$ cat config.mk
export PLATFORM = sky130hd
export DESIGN_NAME = touch_swipe_gesture_tracker_core
export DESIGN_NICKNAME = d
export VERILOG_FILES = /design/src/design/tsgt_pkg.sv /design/src/design/tsgt_tracker.sv /design/src/design/touch_swipe_gesture_tracker_core.sv
export SDC_FILE = /design/constraint.sdc
export NUM_CORES = 1
export LEC_CHECK = 0
export ABC_AREA = 1
export BUFFER_PORTS_ARGS = -buffer_cell sky130_fd_sc_hd__buf_4
export CAP_MARGIN = 20
export CORE_AREA = 2 2 143 145
export DETAILED_ROUTE_END_ITERATION = 7
export DIE_AREA = 0 0 145 147
export PLACE_DENSITY = 0.56
export SLEW_MARGIN = 10
export SYNTH_ARGS = -nofsm -noshare
export SYNTH_HDL_FRONTEND = slang
export SYNTH_SLANG_ARGS = --single-unit
$ cat constraint.sdc
create_clock -name clk_i -period 8.5 [get_ports clk_i]
set_input_delay 0.425 -clock clk_i [delete_from_list [all_inputs] [get_ports clk_i]]
set_output_delay 0.425 -clock clk_i [all_outputs]
set_load 0.02 [all_outputs]
$ cat src/design/tsgt_pkg.sv
// ----------------------------------------------------------------------------
// Touch swipe gesture tracker package
// Shared payload types, swipe direction codes and backlight level constants.
// ----------------------------------------------------------------------------
package tsgt_pkg;

  // Widths of the payload fields as they appear on the ports.
  localparam int unsigned PosBits      = 12;
  localparam int unsigned LevelBits    = 8;
  localparam int unsigned ThreshBits   = 8;
  // Widest supported internal coordinate.
  localparam int unsigned CoordMaxBits = 15;

  // Reset value of the swipe threshold register.
  localparam logic [ThreshBits-1:0] ThreshReset = 8'd120;

  // Backlight level ladder.
  localparam logic [LevelBits-1:0] LevelFull  = 8'd255;
  localparam logic [LevelBits-1:0] LevelStep1 = 8'd128;
  localparam logic [LevelBits-1:0] LevelStep2 = 8'd96;
  localparam logic [LevelBits-1:0] LevelStep3 = 8'd64;
  localparam logic [LevelBits-1:0] LevelStep4 = 8'd32;
  localparam logic [LevelBits-1:0] LevelMin   = 8'd16;
  localparam logic [LevelBits-1:0] LevelOff   = 8'd0;

  // Excess bounds that separate the rungs of the ladder.
  localparam logic [7:0] ExcessBound1 = 8'd25;
  localparam logic [7:0] ExcessBound2 = 8'd50;
  localparam logic [7:0] ExcessBound3 = 8'd75;
  localparam logic [7:0] ExcessBound4 = 8'd100;

  // Swipe direction reported on release.
  typedef enum logic [2:0] {
    SwipeNone  = 3'd0,
    SwipeRight = 3'd1,
    SwipeLeft  = 3'd2,
    SwipeDown  = 3'd3,
    SwipeUp    = 3'd4
  } swipe_e;

  // One polled touch sample.
  typedef struct packed {
    logic               pressed;
    logic [PosBits-1:0] pos_x;
    logic [PosBits-1:0] pos_y;
  } tsgt_in_t;

  // One result item.
  typedef struct packed {
    logic                 touch_start;
    logic                 touch_release;
    logic                 user_activity;
    logic                 level_valid;
    logic [LevelBits-1:0] backlight_level;
    swipe_e               swipe;
  } tsgt_out_t;

endpackage

$ cat src/design/tsgt_tracker.sv
// ----------------------------------------------------------------------------
// Touch swipe gesture tracker: press state and evaluation
// Holds the start and latest point of the current press and evaluates one
// sample per cycle into a result item, updating the press state on process_i.
// ----------------------------------------------------------------------------
module tsgt_tracker #(
  parameter int unsigned COORD_BITS = 12
) (
  input  logic                            clk_i,
  input  logic                            rst_ni,
  input  logic                            process_i,
  input  logic [tsgt_pkg::ThreshBits-1:0] threshold_i,
  input  tsgt_pkg::tsgt_in_t              sample_i,
  output tsgt_pkg::tsgt_out_t             result_o
);

  localparam int unsigned CW = COORD_BITS;

  logic          press_active_q, press_active_d;
  logic [CW-1:0] start_x_q, start_x_d, start_y_q, start_y_d;
  logic [CW-1:0] latest_x_q, latest_x_d, latest_y_q, latest_y_d;

  logic [tsgt_pkg::CoordMaxBits-1:0] x_ext, y_ext;
  logic [CW-1:0] x_c, y_c;
  logic [CW-1:0] cur_x, cur_y;
  logic          x_gt, y_gt;
  logic [CW-1:0] ax, ay, mag, excess, thr_w;
  logic [tsgt_pkg::LevelBits-1:0] move_level;
  tsgt_pkg::swipe_e               dir;

  // Coordinates are taken modulo the internal coordinate width.
  assign x_ext = tsgt_pkg::CoordMaxBits'(sample_i.pos_x);
  assign y_ext = tsgt_pkg::CoordMaxBits'(sample_i.pos_y);
  assign x_c   = x_ext[CW-1:0];
  assign y_c   = y_ext[CW-1:0];
  assign thr_w = CW'(threshold_i);

  // A pressed sample measures from its own point, a release from the latest one.
  assign cur_x = sample_i.pressed ? x_c : latest_x_q;
  assign cur_y = sample_i.pressed ? y_c : latest_y_q;

  // Absolute displacement along each axis.
  assign x_gt = cur_x > start_x_q;
  assign y_gt = cur_y > start_y_q;
  assign ax   = x_gt ? (cur_x - start_x_q) : (start_x_q - cur_x);
  assign ay   = y_gt ? (cur_y - start_y_q) : (start_y_q - cur_y);
  assign mag  = (ax > ay) ? ax : ay;

  // Backlight level falls as the swipe grows past the threshold.
  assign excess = mag - thr_w;
  always_comb begin
    priority if (mag <= thr_w) begin
      move_level = tsgt_pkg::LevelFull;
    end else if (excess < CW'(tsgt_pkg::ExcessBound1)) begin
      move_level = tsgt_pkg::LevelStep1;
    end else if (excess < CW'(tsgt_pkg::ExcessBound2)) begin
      move_level = tsgt_pkg::LevelStep2;
    end else if (excess < CW'(tsgt_pkg::ExcessBound3)) begin
      move_level = tsgt_pkg::LevelStep3;
    end else if (excess < CW'(tsgt_pkg::ExcessBound4)) begin
      move_level = tsgt_pkg::LevelStep4;
    end else begin
      move_level = tsgt_pkg::LevelMin;
    end
  end

  // Direction on release; a tie between the axes goes to the vertical one.
  always_comb begin
    priority if ((ax < thr_w) && (ay < thr_w)) begin
      dir = tsgt_pkg::SwipeNone;
    end else if (ax > ay) begin
      dir = x_gt ? tsgt_pkg::SwipeRight : tsgt_pkg::SwipeLeft;
    end else begin
      dir = y_gt ? tsgt_pkg::SwipeDown : tsgt_pkg::SwipeUp;
    end
  end

  // Result item and next press state.
  always_comb begin
    result_o       = '0;
    result_o.swipe = tsgt_pkg::SwipeNone;
    press_active_d = press_active_q;
    start_x_d      = start_x_q;
    start_y_d      = start_y_q;
    latest_x_d     = latest_x_q;
    latest_y_d     = latest_y_q;
    if (sample_i.pressed) begin
      result_o.user_activity = 1'b1;
      latest_x_d             = x_c;
      latest_y_d             = y_c;
      if (!press_active_q) begin
        press_active_d       = 1'b1;
        start_x_d            = x_c;
        start_y_d            = y_c;
        result_o.touch_start = 1'b1;
      end else begin
        result_o.level_valid     = 1'b1;
        result_o.backlight_level = move_level;
      end
    end else if (press_active_q) begin
      press_active_d           = 1'b0;
      result_o.touch_release   = 1'b1;
      result_o.user_activity   = 1'b1;
      result_o.level_valid     = 1'b1;
      result_o.backlight_level = tsgt_pkg::LevelFull;
      result_o.swipe           = dir;
    end else begin
      result_o.backlight_level = tsgt_pkg::LevelOff;
    end
  end

  // Press state advances only when a sample is processed.
  always_ff @(posedge clk_i or negedge rst_ni) begin
    if (!rst_ni) begin
      press_active_q <= 1'b0;
      start_x_q      <= '0;
      start_y_q      <= '0;
      latest_x_q     <= '0;
      latest_y_q     <= '0;
    end else if (process_i) begin
      press_active_q <= press_active_d;
      start_x_q      <= start_x_d;
      start_y_q      <= start_y_d;
      latest_x_q     <= latest_x_d;
      latest_y_q     <= latest_y_d;
    end
  end

endmodule

$ cat src/design/touch_swipe_gesture_tracker_core.sv
// ----------------------------------------------------------------------------
// Touch swipe gesture tracker core
// Turns polled touch samples into touch start, release, backlight level and
// swipe direction results.
// ----------------------------------------------------------------------------
// The core accepts one touch sample per clock cycle while results are taken,
// and returns exactly one result per sample, in sample order: the sample
// is captured in an input register, evaluated by a single pass of compare and
// subtract logic against the current press state, and held in a result
// register until the consumer takes it. While the result register is full
// and not being taken, the input register fills and then in_ready_o drops.
// The swipe threshold is written through cfg_we_i/cfg_wdata_i and resets to
// 120; write it only while no sample is in flight.
module touch_swipe_gesture_tracker_core #(
  parameter int unsigned COORD_BITS = 12
) (
  input  logic                            clk_i,
  input  logic                            rst_ni,
  input  logic                            in_valid_i,
  output logic                            in_ready_o,
  input  tsgt_pkg::tsgt_in_t              in_data_i,
  output logic                            out_valid_o,
  input  logic                            out_ready_i,
  output tsgt_pkg::tsgt_out_t             out_data_o,
  input  logic                            cfg_we_i,
  input  logic [tsgt_pkg::ThreshBits-1:0] cfg_wdata_i
);

  logic [tsgt_pkg::ThreshBits-1:0] threshold_q;
  logic                            in_valid_q, in_valid_d;
  tsgt_pkg::tsgt_in_t              in_data_q;
  logic                            out_valid_q, out_valid_d;
  tsgt_pkg::tsgt_out_t             out_data_q;
  tsgt_pkg::tsgt_out_t             result;
  logic                            advance;
  logic                            in_xfer;

  // Threshold register.
  always_ff @(posedge clk_i or negedge rst_ni) begin
    if (!rst_ni) begin
      threshold_q <= tsgt_pkg::ThreshReset;
    end else if (cfg_we_i) begin
      threshold_q <= cfg_wdata_i;
    end
  end

  // A sample moves to the result register when that register is free or emptying.
  assign advance    = in_valid_q && (!out_valid_q || out_ready_i);
  assign in_ready_o = !in_valid_q || advance;
  assign in_xfer    = in_valid_i && in_ready_o;

  // Input register.
  assign in_valid_d = in_xfer || (in_valid_q && !advance);
  always_ff @(posedge clk_i or negedge rst_ni) begin
    if (!rst_ni) begin
      in_valid_q <= 1'b0;
    end else begin
      in_valid_q <= in_valid_d;
    end
  end

  always_ff @(posedge clk_i) begin
    if (in_xfer) begin
      in_data_q <= in_data_i;
    end
  end

  // Evaluation and press state.
  tsgt_tracker #(
    .COORD_BITS(COORD_BITS)
  ) u_tracker (
    .clk_i      (clk_i),
    .rst_ni     (rst_ni),
    .process_i  (advance),
    .threshold_i(threshold_q),
    .sample_i   (in_data_q),
    .result_o   (result)
  );

  // Result register.
  assign out_valid_d = advance || (out_valid_q && !out_ready_i);
  always_ff @(posedge clk_i or negedge rst_ni) begin
    if (!rst_ni) begin
      out_valid_q <= 1'b0;
    end else begin
      out_valid_q <= out_valid_d;
    end
  end

  always_ff @(posedge clk_i) begin
    if (advance) begin
      out_data_q <= result;
    end
  end

  assign out_valid_o = out_valid_q;
  assign out_data_o  = out_data_q;

  // A press cannot start and end on the same sample.
  assert property (@(posedge clk_i) disable iff (!rst_ni)
    out_valid_o |-> !(out_data_o.touch_start && out_data_o.touch_release))
    else $error("touch start and release reported together");

  // A direction is only reported on a release.
  assert property (@(posedge clk_i) disable iff (!rst_ni)
    (out_valid_o && (out_data_o.swipe != tsgt_pkg::SwipeNone)) |->
      out_data_o.touch_release)
    else $error("swipe reported without release");

  // Without a new level the level field is zero.
  assert property (@(posedge clk_i) disable iff (!rst_ni)
    (out_valid_o && !out_data_o.level_valid) |->
      (out_data_o.backlight_level == tsgt_pkg::LevelOff))
    else $error("level field set without level_valid");

  // A release restores full brightness and counts as activity.
  assert property (@(posedge clk_i) disable iff (!rst_ni)
    (out_valid_o && out_data_o.touch_release) |->
      (out_data_o.user_activity && out_data_o.level_valid &&
       (out_data_o.backlight_level == tsgt_pkg::LevelFull)))
    else $error("release without full brightness");

endmodule

# ---- Word level (Yosys, flattened, before mapping)
# Cells that the tools add are included.
dict set report word_totals {
  reg_bits 99
  word_cells 67
  inputBits 38
  output_inout_bits 17
}
dict set report op_classes {
  n_addsub 5
  bitwise 1
  n_lt_le_gt_ge 10
  n_reduce_logical 15
  mux 19
}
# operator n
set ops {}
lappend ops {{$mux 12} 5}
lappend ops {{$sub 12x12->12} 4}
lappend ops {{$mux 8} 5}
lappend ops {{$gt 12x12->1} 3}
lappend ops {{$lt 12x7->1 const B} 2}
lappend ops {{$lt 12x8->1} 2}
lappend ops {{$mux 9} 2}
lappend ops {{$le 12x8->1} 1}
lappend ops {{$lt 12x5->1 const B} 1}
lappend ops {{$lt 12x6->1 const B} 1}
lappend ops {{$sub 12x8->12} 1}
lappend ops {{$mux 3} 3}
lappend ops {{$mux 6} 1}
lappend ops {{$logic_and 1x1->1} 5}
lappend ops {{$logic_not 1->1} 4}
lappend ops {{$logic_or 1x1->1} 4}
lappend ops {{$reduce_and 3->1} 1}
lappend ops {{$reduce_or 3->1} 1}
lappend ops {{$mux 1} 2}
lappend ops {{$mux 2} 1}
lappend ops {{$not 1->1} 1}

# ---- Depth between registers and ports, before layout
dict set report depth {
  depth_word 14
  depth_mapped 46
}

# ---- By module
# Synthesis repeated with hierarchy kept, for this count alone.
dict set report unflattened {
  cells_unflattened 1105
  hier_area_um2 7886.3
}
# module n_inst seq_area_each_um2 cells_per_inst area_per_inst_um2
set modules_own_cells {}
lappend modules_own_cells {tsgt_tracker 1 1226.2 1020 6278.5}
lappend modules_own_cells {touch_swipe_gesture_tracker_core 1 1456.4 85 1607.8}

# ---- Worst setup path before layout
# Ideal clock, no wire load.
dict set report synth_timing {
  path_kind {flip-flop to flip-flop}
  start {register in_data_q[24] (netlist bit)}
  end {register out_data_q (netlist bit out_data_o[7]), data pin}
  path_buffers 4
  path_stages_with_launch 41
  slack_ns 2.722
  arrival_time_ns 5.525
  required_time_ns 8.247
  path_cell_list {edfxtp_1 clkbuf_1 clkbuf_1 o21ai_0 inv_1 fa_1 nand3_1 nand3_1 nand3_1 nand3_2 nand2_4 buf_6 nand2_1 nand2_1 nand3_1 o21ai_0 xor2_1 inv_1 [... 5 more ...] nor2_1 nor2_8 clkbuf_1 o21ai_0 ha_1 a21oi_1 nand2_1 nand2_1 nand2_1 a21oi_1 xor2_1 inv_1 nand2_1 o21ai_0 inv_1 nand2_1 nand2_1 nand2_1}
}
# element line
set synth_rtl {}
lappend synth_rtl {{start, declared} touch_swipe_gesture_tracker_core.sv:31} ;# tsgt_pkg::tsgt_in_t in_data_q;
lappend synth_rtl {{start signal, assigned} touch_swipe_gesture_tracker_core.sv:64} ;# in_data_q <= in_data_i;
lappend synth_rtl {{end signal, assigned} touch_swipe_gesture_tracker_core.sv:92} ;# out_data_q <= result;
lappend synth_rtl {{end, declared} touch_swipe_gesture_tracker_core.sv:33} ;# tsgt_pkg::tsgt_out_t out_data_q;

==> results.yml <==
synthesis:
  synth_nets: 1223
  ys_types: 42
  synth_seq_cells: 96
  synth_area_leaders: "dfrtp_1 (18%), nand2_1 (16%), edfxtp_1 (14%)"
  synth_area_um2: 7830
  synth_warnings: 0
  yosysTopAreaCell: "dfrtp_1"
  synth_top_area_share_pct: 17.6
  syn_inst: 1100
  syn_area_per_cell_um2: 7.12
  seq_area_frac_synth_pct: 33.1
global_route:
  grt_start_max_net_pins: 64
  grt_use_total_pct: 18.6
  grt_first_pass_wirelength_um: 32100
  first_global_vias: 6448
  antenna_found_initial: 0
  grt_remaining_overflow: 0
floorplanning:
  core.rowCount: 52
  die_h_um: 147
  die-area_um2: 21300
  top_level_ports: 55
  die_x_um: 145
  initial_core_util_pct: 39.5
  core_area_um2: 19800
timing:
  max_freq_mhz: 141
  rsz0062_at_grt: "false"
  worst_pin_slew_ns: 0.958
  tns_ns: 0
  drv_slew: 0
  fin_crit_sh_pct: 83.6
  setup_viol: 0
  hold_viol_final: 0
  skew_ns: 0.0148
  fin_crit_ns: 7.11
  max-slew-margin-rel_pct: 36.1
setup_path:
  slowest_delay_ns: 0.77
  worst_setup_path_start_kind: "flip-flop"
  setup.worst_path.start: "in_data_q[24]$_DFFE_PP_"
  crit_end: "out_data_o[10]$_DFFE_PP_"
  crit_path_end_kind: "flip-flop"
  crit_fanout: 29
  cpMostUsedCell: "nand2_1"
  cp_slowest_cell: "edfxtp_1"
  critPathArrivalTime_ns: 7.22
  r2r_start: "in_data_q[24]$_DFFE_PP_"
  rrSetupSlack_ns: 1.39
  timing.rr.end: "out_data_o[10]$_DFFE_PP_"
  worstPathRequired_ns: 8.61
  worst_r2r_path_depth: 34
  worstSetupPathType: "flip-flop to flip-flop"
finish:
  drive_above_1_share_pct: 10.0
  layout_common_cells: "nand2_1 (338), inv_1 (200), ha_1 (80), o21ai_0 (74), a21oi_1 (67)"
  diodes: 0
  layout.nets: 1263
  final_common_cell: "nand2_1"
  syn_to_final_growth_pct: 12.1
route:
  drtIter0Drc: 422
  drcViolationCount: 0
  wirelength_um: 19100
  wl_per_cell_um: 13.5
  first_pass_iters: 5
  vias_per_cell: 4.78
  vias: 6770
  ant_nets: 0
placed_design:
  hpwl_um: 15100
  routabilityCongestion: 0.900
  portBuffers: 54
min_path:
  hp-class: "primary input to async pin"
cts:
  cts_tree: "built"
  cts.clk_slew.worst_paths_ns: 0.09
  worstSkewPairLatency_ns: 0.36
  root_buffer: "clkbuf_16"
  numCtsBuffers: 9
  cts_resized: 0
  clock_sinks: 96
  clock_path_buffers: 2
  hold_buffers: 0
  post-cts-setup-buffers: 0
  cts_max_level: 3
run:
  maxCapViolCount: 0
status:
  status: "finished clean"
==> layout make-up <==
type | count | area (µm²)
Timing Repair Buffer | 57 | 428
Sequential cell | 96 | 2590
Clock buffer | 9 | 225
Clock inverter | 7 | 97.6
Fill cell | 2093 | 11100
Multi-Input combinational cell | 770 | 4320
Tap cell | 270 | 338
Inverter | 206 | 778
==> registers in the layout, summed over array words and instances, names as in the netlist <==
register,flops
in_data_q,25
in_valid_q,1
out_data_o,12
out_valid_o,1
threshold_q,8
u_tracker.latest_x_q,12
u_tracker.latest_y_q,12
u_tracker.press_active_q,1
u_tracker.start_x_q,12
u_tracker.start_y_q,12
==> synth_stat cells, drive strengths merged <==
cell / n
a21boi: 1
nand3b: 2
nand3: 58
edfxtp: 37
a21o: 3
ha: 80
mux2: 1
o21bai: 9
mux2i: 2
fa: 5
nor2: 65
xnor2: 5
nand2: 349
o211ai: 2
o21ai: 78
clkbuf: 19
buf: 9
inv: 206
o22ai: 2
xor2: 14
o21a: 1
a31oi: 2
nand4: 20
dfrtp: 55
and2: 1
dfstp: 4
a21oi: 68
nor3: 2
==> per-stage QoR <==
step                      worst slack (ns)  hold slack (ns)  util [%]  instances  instance area (µm²)
after global placement                1.53            0.495      42.6       1399                 8460
after global routing                 0.690            0.220      44.2       1415                 8780
after detailed placement              1.47            0.504      42.6       1399                 8460
after floorplan                       2.72            0.129         -       1100                 7830
after CTS                             1.45            0.162      44.2       1415                 8780
final                                 1.39            0.134      44.2       1415                 8780
==> cells by family (layout without fill, tap and decap cells) <==
kind of cell,after synthesis,after routing,share of synthesized area (%)
buffers and inverters,234,279,11.9
and+or+nand+nor,497,497,27.0
DFF,96,96,33.1
xor gates and xnor gates,19,19,2.22
AOI/OAI and AO/OA,166,166,11.3
adders and majority gates,85,85,14.1
muxes,3,3,0.399
==> worst min path at each step <==
stage                                               endpoint  depth (start not counted)  slack (ns)
after global placement    u_tracker.start_y_q[4]$_DFFE_PN0P_                          2        0.49
final                     u_tracker.start_x_q[9]$_DFFE_PN0P_                          1        0.13
after global routing      u_tracker.start_x_q[9]$_DFFE_PN0P_                          1        0.22
after floorplan                         in_valid_q$_DFF_PN0_                          0        0.13
after CTS                 u_tracker.start_x_q[9]$_DFFE_PN0P_                          1        0.16
after detailed placement  u_tracker.start_x_q[6]$_DFFE_PN0P_                          2        0.50
==> worst max-delay path: cells and delay by family (launching register included) <==
| kind | cells | cell delay, ns |
|---|---|---|
| AOI/OAI and AO/OA | 8 | 2.10 |
| xor gates and xnor gates | 2 | 0.51 |
| DFF | 1 | 0.77 |
| buffers and inverters | 6 | 0.57 |
| adders and majority gates | 4 | 1.49 |
| and+or+nand+nor | 14 | 1.40 |
==> layer usage <==
metal  GRT usage [%]  vias to the layer above  share of wire, %  wire, µm
met5               0                        -                 0         0
met4            6.53                        0               2.3       435
met3            2.36                       30               4.8       912
met2            27.9                      174                41      7820
met1            27.5                     3000                52      9930
li1                -                     3566                 -         -
Power is left out: the tool's default activity adds up to more than one toggle a clock period on the data nets, which glitch-free logic cannot reach.
